**config.mk**
```make
export PLATFORM = sky130hd
export DESIGN_NAME = vpc_cell
export DESIGN_NICKNAME = d
export VERILOG_FILES = /design/src/sv/vpc_pkg.sv /design/src/sv/vpc_cell.sv
export SDC_FILE = /design/constraint.sdc
export NUM_CORES = 1
export LEC_CHECK = 0
export ABC_CLOCK_PERIOD_IN_PS = 1200
export BUFFER_PORTS_ARGS = -buffer_cell sky130_fd_sc_hd__buf_2
export CELL_PAD_IN_SITES_DETAIL_PLACEMENT = 2
export CELL_PAD_IN_SITES_GLOBAL_PLACEMENT = 2
export CORE_UTILIZATION = 34
export DETAILED_ROUTE_END_ITERATION = 10
export PLACE_DENSITY_LB_ADDON = 0.1
export RECOVER_POWER = 100
export SLEW_MARGIN = 30
export SYNTH_ARGS = -nofsm -noshare
export SYNTH_HDL_FRONTEND = slang
export SYNTH_SLANG_ARGS = --single-unit
```
**constraint.sdc**
```tcl
create_clock -name clk -period 1.2 [get_ports clk]
set_input_delay 0.18 -clock clk [delete_from_list [all_inputs] [get_ports clk]]
set_output_delay 0.18 -clock clk [all_outputs]
set_load 0.02 [all_outputs]
```
**src/sv/vpc_pkg.sv**
```systemverilog
// vpc_pkg: shared constants, types and the arctangent table for vector_polar_convert.
// Used by vpc_cell, vector_polar_convert, vpc_check and tb_top. No dependencies.

package vpc_pkg;

	localparam int ROTATION_STEPS = 24;
	localparam int STEP_W = (ROTATION_STEPS > 1) ? $clog2(ROTATION_STEPS) : 1;
	localparam int DW = 44;
	localparam int ZW = 34;
	localparam int GUARD_BITS = 8;
	localparam int LATENCY = 2 * ROTATION_STEPS + 5;

	localparam longint unsigned GAIN_BASE = 64'd2608131496;
	localparam longint unsigned GAIN_TAIL = 64'd1738754331;
	localparam longint unsigned GAIN_FULL = GAIN_BASE +
		((2 * ROTATION_STEPS < 32) ? (GAIN_TAIL >> (2 * ROTATION_STEPS)) : 64'd0);
	localparam logic [31:0] GAIN_Q32 = GAIN_FULL[31:0];

	localparam logic [31:0] HALF_TURN = 32'h8000_0000;
	localparam logic [31:0] QUARTER_TURN = 32'h4000_0000;
	localparam logic [31:0] THREE_QUARTER_TURN = 32'hC000_0000;

	localparam logic signed [31:0] SAT_MAX = 32'sh7FFF_FFFF;
	localparam logic signed [31:0] SAT_MIN = -32'sh7FFF_FFFF - 32'sd1;

	localparam logic [31:0] ATAN_TABLE [32] = '{
		32'h20000000, 32'h12E4051E, 32'h09FB385B, 32'h051111D4,
		32'h028B0D43, 32'h0145D7E1, 32'h00A2F61E, 32'h00517C55,
		32'h0028BE53, 32'h00145F2F, 32'h000A2F98, 32'h000517CC,
		32'h00028BE6, 32'h000145F3, 32'h0000A2FA, 32'h0000517D,
		32'h000028BE, 32'h0000145F, 32'h00000A30, 32'h00000518,
		32'h0000028C, 32'h00000146, 32'h000000A3, 32'h00000051,
		32'h00000029, 32'h00000014, 32'h0000000A, 32'h00000005,
		32'h00000003, 32'h00000001, 32'h00000001, 32'h00000000
	};

	typedef enum logic [1:0] {
		CMD_QUERY      = 2'd0,
		CMD_SET_LENGTH = 2'd1,
		CMD_SET_TURN   = 2'd2
	} cmd_t;

	// side data that travels with an item down both chains
	typedef struct packed {
		cmd_t               cmd;
		logic signed [31:0] x_in;
		logic signed [31:0] y_in;
		logic [30:0]        length_in;
		logic [31:0]        turn_in;
		logic               special;
		logic [31:0]        turn_res;
		logic [31:0]        len_res;
		logic               flip;
	} item_t;

	function automatic logic [31:0] atan_turn(input logic [STEP_W-1:0] idx);
		return ATAN_TABLE[5'(idx)];
	endfunction

endpackage

```
**src/sv/vpc_cell.sv**
```systemverilog
// vpc_cell: one CORDIC micro-rotation stage, vectoring or rotation mode.
// Depends on vpc_pkg.

module vpc_cell (
	input  logic                             clk,
	input  logic                             arst_n,
	input  logic                             vectoring,
	input  logic [vpc_pkg::STEP_W-1:0]       step,
	input  logic                             in_valid,
	input  logic signed [vpc_pkg::DW-1:0]    in_vx,
	input  logic signed [vpc_pkg::DW-1:0]    in_vy,
	input  logic signed [vpc_pkg::ZW-1:0]    in_z,
	input  vpc_pkg::item_t                   in_item,
	output logic                             out_valid,
	output logic signed [vpc_pkg::DW-1:0]    out_vx,
	output logic signed [vpc_pkg::DW-1:0]    out_vy,
	output logic signed [vpc_pkg::ZW-1:0]    out_z,
	output vpc_pkg::item_t                   out_item
);

	logic                          cw;
	logic signed [vpc_pkg::DW-1:0] sx, sy;
	logic signed [vpc_pkg::ZW-1:0] ang;
	logic                          valid_q;
	logic signed [vpc_pkg::DW-1:0] vx_q, vy_q;
	logic signed [vpc_pkg::ZW-1:0] z_q;
	vpc_pkg::item_t                item_q;

	// clockwise: vectoring drives y to zero, rotation drives z to zero
	assign cw = vectoring ? !in_vy[vpc_pkg::DW-1] : in_z[vpc_pkg::ZW-1];
	assign sx = in_vx >>> step;
	assign sy = in_vy >>> step;
	assign ang = signed'(vpc_pkg::ZW'(vpc_pkg::atan_turn(step)));

	always_ff @(posedge clk or negedge arst_n) begin
		if (!arst_n) begin
			valid_q <= 1'b0;
		end else begin
			valid_q <= in_valid;
		end
	end

	always_ff @(posedge clk) begin
		if (cw) begin
			vx_q <= in_vx + sy;
			vy_q <= in_vy - sx;
			z_q  <= in_z + ang;
		end else begin
			vx_q <= in_vx - sy;
			vy_q <= in_vy + sx;
			z_q  <= in_z - ang;
		end
		item_q <= in_item;
	end

	assign out_valid = valid_q;
	assign out_vx    = vx_q;
	assign out_vy    = vy_q;
	assign out_z     = z_q;
	assign out_item  = item_q;

endmodule

```
==> impl_metrics.toml, run 1 <==
[floorplan]
initial_core_util_pct = 34.4
rows = 94
fp.dieW_um = 260
fp.dieH_um = 260
io_pins = 644

[logic_synthesis]
synth_edf_count = 0
synth_area_sq_mm = 0.0227
synth_top_area_share_pct = 28.0
ys.flop_type = "dfxtp_1"
yosysMostFrequentCell = "dfxtp_1"
netlist_top_cells_count = "dfxtp_1, a21oi_1, nor2_1"
avgSynthCellArea_sq_um = 9.37
synth_top_area_cell = "dfxtp_1"
synth_cell_types = 106
synth_fp_nets = 2891
yosysWarnings = 0
synth-seq-cells = 318
synthArstFlopShare_pct = 0.314
synthTopCellsByArea = "dfxtp_1, mux4_2, ha_1"
synth_cells = 2422
seq_area_frac_synth_pct = 28.1

[placement]
dp.final_hpwl_um = 138000
gp_congestion = 0.990
portBuffers = 643

[status]
outcome = "did not finish"
firstError = "[ERROR DPL-0033] detailed placement checks failed during check placement."
stop_stage = "3_5_place_dp"
## logic make-up after synthesis
| kind of cell | Yosys count | share of synthesized area [%] |
|---|---|---|
| AO/OA/AOI/OAI | 694 | 20.3 |
| AND/OR/NAND/NOR | 617 | 13.6 |
| flip-flops | 318 | 28.1 |
| multiplexers | 258 | 17.8 |
| XOR/XNOR | 215 | 8.33 |
| buffers and inverters | 177 | 3.89 |
| adder cells (fa/ha/maj) | 143 | 7.99 |
## per-stage QoR
stage | std cells | setup TNS, ps
after global placement | 4882 | -446750
after floorplan | 2422 | -351820
==> run 2, diff against run 1 <==
--- a/config.mk
+++ b/config.mk
@@ -7,11 +7,10 @@
 export LEC_CHECK = 0
 export ABC_CLOCK_PERIOD_IN_PS = 1200
 export BUFFER_PORTS_ARGS = -buffer_cell sky130_fd_sc_hd__buf_2
-export CELL_PAD_IN_SITES_DETAIL_PLACEMENT = 2
-export CELL_PAD_IN_SITES_GLOBAL_PLACEMENT = 2
-export CORE_UTILIZATION = 34
+export CORE_AREA = 2 2 249 251
 export DETAILED_ROUTE_END_ITERATION = 10
-export PLACE_DENSITY_LB_ADDON = 0.1
+export DIE_AREA = 0 0 251 253
+export PLACE_DENSITY_LB_ADDON = 0.15
 export RECOVER_POWER = 100
 export SLEW_MARGIN = 30
 export SYNTH_ARGS = -nofsm -noshare
==> impl_metrics.toml, run 2 <==
[floorplan]
rows = 91
dieArea_sq_mm = 0.0635
fp.dieW_um = 251
core-area_sq_mm = 0.0610
fp.dieH_um = 253
initial_core_util_pct = 37.2
io_pins = 644

[routing]
vias = 30400
wirelength_um = 151000
drt_iter0_drc = 3625
via_per_inst = 5.84
drtPass1Iterations = 8
drcViolationCount = 0
final_antenna_net_count = 0
avgRoutedWirePerCell_um = 29.1

[logic_synthesis]
synth_edf_count = 0
yosysWarnings = 0
synth-seq-cells = 318
ys.flop_type = "dfxtp_1"
avgSynthCellArea_sq_um = 9.37
synth_cell_types = 106
synth_area_sq_mm = 0.0227
netlist_top_cells_count = "dfxtp_1, a21oi_1, nor2_1"
yosysMostFrequentCell = "dfxtp_1"
synth_fp_nets = 2891
synth_top_area_cell = "dfxtp_1"
synth_top_area_share_pct = 28.0
seq_area_frac_synth_pct = 28.1
synthTopCellsByArea = "dfxtp_1, mux4_2, ha_1"
synthArstFlopShare_pct = 0.314
synth_cells = 2422

[placement]
dp.final_hpwl_um = 108000
portBuffers = 643
gp_congestion = 1.01
place_inst = 4820
place_ws_ps = -4600

[layout]
nets = 4845
finish.utilization_pct = 72.7
multi_input_area_sq_mm = 0.0180
fill_cells = 4183
ff_latch_area_sq_mm = 0.00682
mostFrequentLayoutCells = "buf_4, buf_6, buf_2, dfxtp_2, dlygate4sd3_1"
drive_above_1_share_pct = 63.3
syn_to_final_growth_pct = 95.6
finalNonFillerCells = 5197
largest_reg_flops = 195
final_common_cell = "buf_4"

[clocking]
cts_buffers = 31
clk_pin_slew_ps = 80
cts_tree = "yes"
clock_tree.buffer_depth = 3
hold_buffers = 198
cts-root-buf = "clkbuf_16"
htreeDepth = 1
cts.sinks = 318

[status]
failed_checks = "hold timing, setup timing"
outcome = "finished, violations left"

[power_and_ir_drop]
p_leak_nw = 20.4
p_per_area_mw_per_mm2 = 1460
ir_worst_vdd_mv = 1.89
design_power_total_mw = 64.6

[sta]
rsz0062_at_grt = "yes"
drv_slew = 0
relSlewSlack_pct = 30.1
final-hold-violation-count = 4
worst_pin_slew_ps = 1040
fin_ws_ps = -3850
timing.fmax_ghz = 0.198
period_share_pct = 421
period_needed_ps = 5050
whs_ps = -193
setup_violations = 440
finalSetupTns_ps = -381300

[worst_hold_path]
hp-class = "in2reg"
holdCritStartpoint = "in_vx[0]"

[worst_setup_path]
cpMostUsedCell = "buf_4"
crit_required_ps = 1750
end_kind = "flop"
cp-start-kind = "input pin"
worst_path_max_delay_cell = "mux4_2"
cp.arrival_ps = 5600
critPathBufInv = 9
max_stage_delay_ps = 510
crit_fanout = 14
cpLargestDelayFamily = "compound AO/OA/AOI/OAI gates"
crit_path_start = "step[2]"
crit_type = "in2reg"

[global_route]
antenna_found_initial = 15
grt_pass1_wl_um = 193000
grt_overflow_total = 0
grt_max_degree = 33
first_global_vias = 28700
track_usage_pct = 41.1

[flow_run]
cap_violations = 0
-- run 2: cell counts after synthesis --
Identical to the previous run, type by type.
-- run 2: timing repair --
item	CTS	global route
pin swaps	135	151
endpoints found under the setup margin	440	440
resized for setup	275	1328
hold endpoints to repair	201	3
setup buffers	51	74
gates cloned	4	3
-- run 2: through the flow --
| step | hold slack, ps | cell area, sq um |
|---|---|---|
| after floorplan | -116 | 23200 |
| after global placement | -33.2 | 35100 |
| after detailed placement | -30.8 | 35100 |
| after CTS | -217 | 39900 |
| after global routing | -187 | 44400 |
| final | -193 | 44400 |
-- run 2: final timing paths --
kind                               to  slack, ps  cells past startpoint
max                        out_vy[40]      -3850                     26
min                         out_vx[0]       -190                      2
max in group asynchronous   out_valid        640                      3
min in group asynchronous   out_valid        440                      3
-- run 2: layout make-up --
| cell class | count | area share (%) |
|---|---|---|
| Clock buffer | 39 | 1.88 |
| Timing Repair Buffer | 2053 | 38.9 |
| Tap cell | 790 | 2.23 |
| Clock inverter | 19 | 0.527 |
| Sequential cell | 318 | 15.4 |
| Antenna cell | 6 | 0.0338 |
| Multi-Input combinational cell | 1927 | 40.6 |
| Inverter | 45 | 0.451 |
-- run 2: cell families after synthesis --
| family | after synthesis | synth area share [%] |
|---|---|---|
| AOI/OAI and AO/OA | 694 | 20.3 |
| and+or+nand+nor | 617 | 13.6 |
| adders and majority gates | 143 | 7.99 |
| DFF | 318 | 28.1 |
| muxes | 258 | 17.8 |
| xor gates and xnor gates | 215 | 8.33 |
| buffers and inverters | 177 | 3.89 |
-- run 2: routing by layer --
layer | up-vias | global-route usage (%) | wire length [um] | part of all wire (%)
met4 | 10 | 19.6 | 9660 | 6.4
met2 | 2001 | 63.0 | 66400 | 44
li1 | 13000 | - | - | -
met1 | 14900 | 54.4 | 58100 | 38
met3 | 495 | 9.77 | 16800 | 11
met5 | - | 0 | 68 | 0.045
-- run 2: power breakdown --
part	internal [mW]	total [mW]	switching, mW
registers	13.5	15.2	1.71
logic	19.2	38.8	19.5
clock network	5.86	10.7	4.81
total	38.6	64.6	26.1
Power figures use the tool's default switching activity.
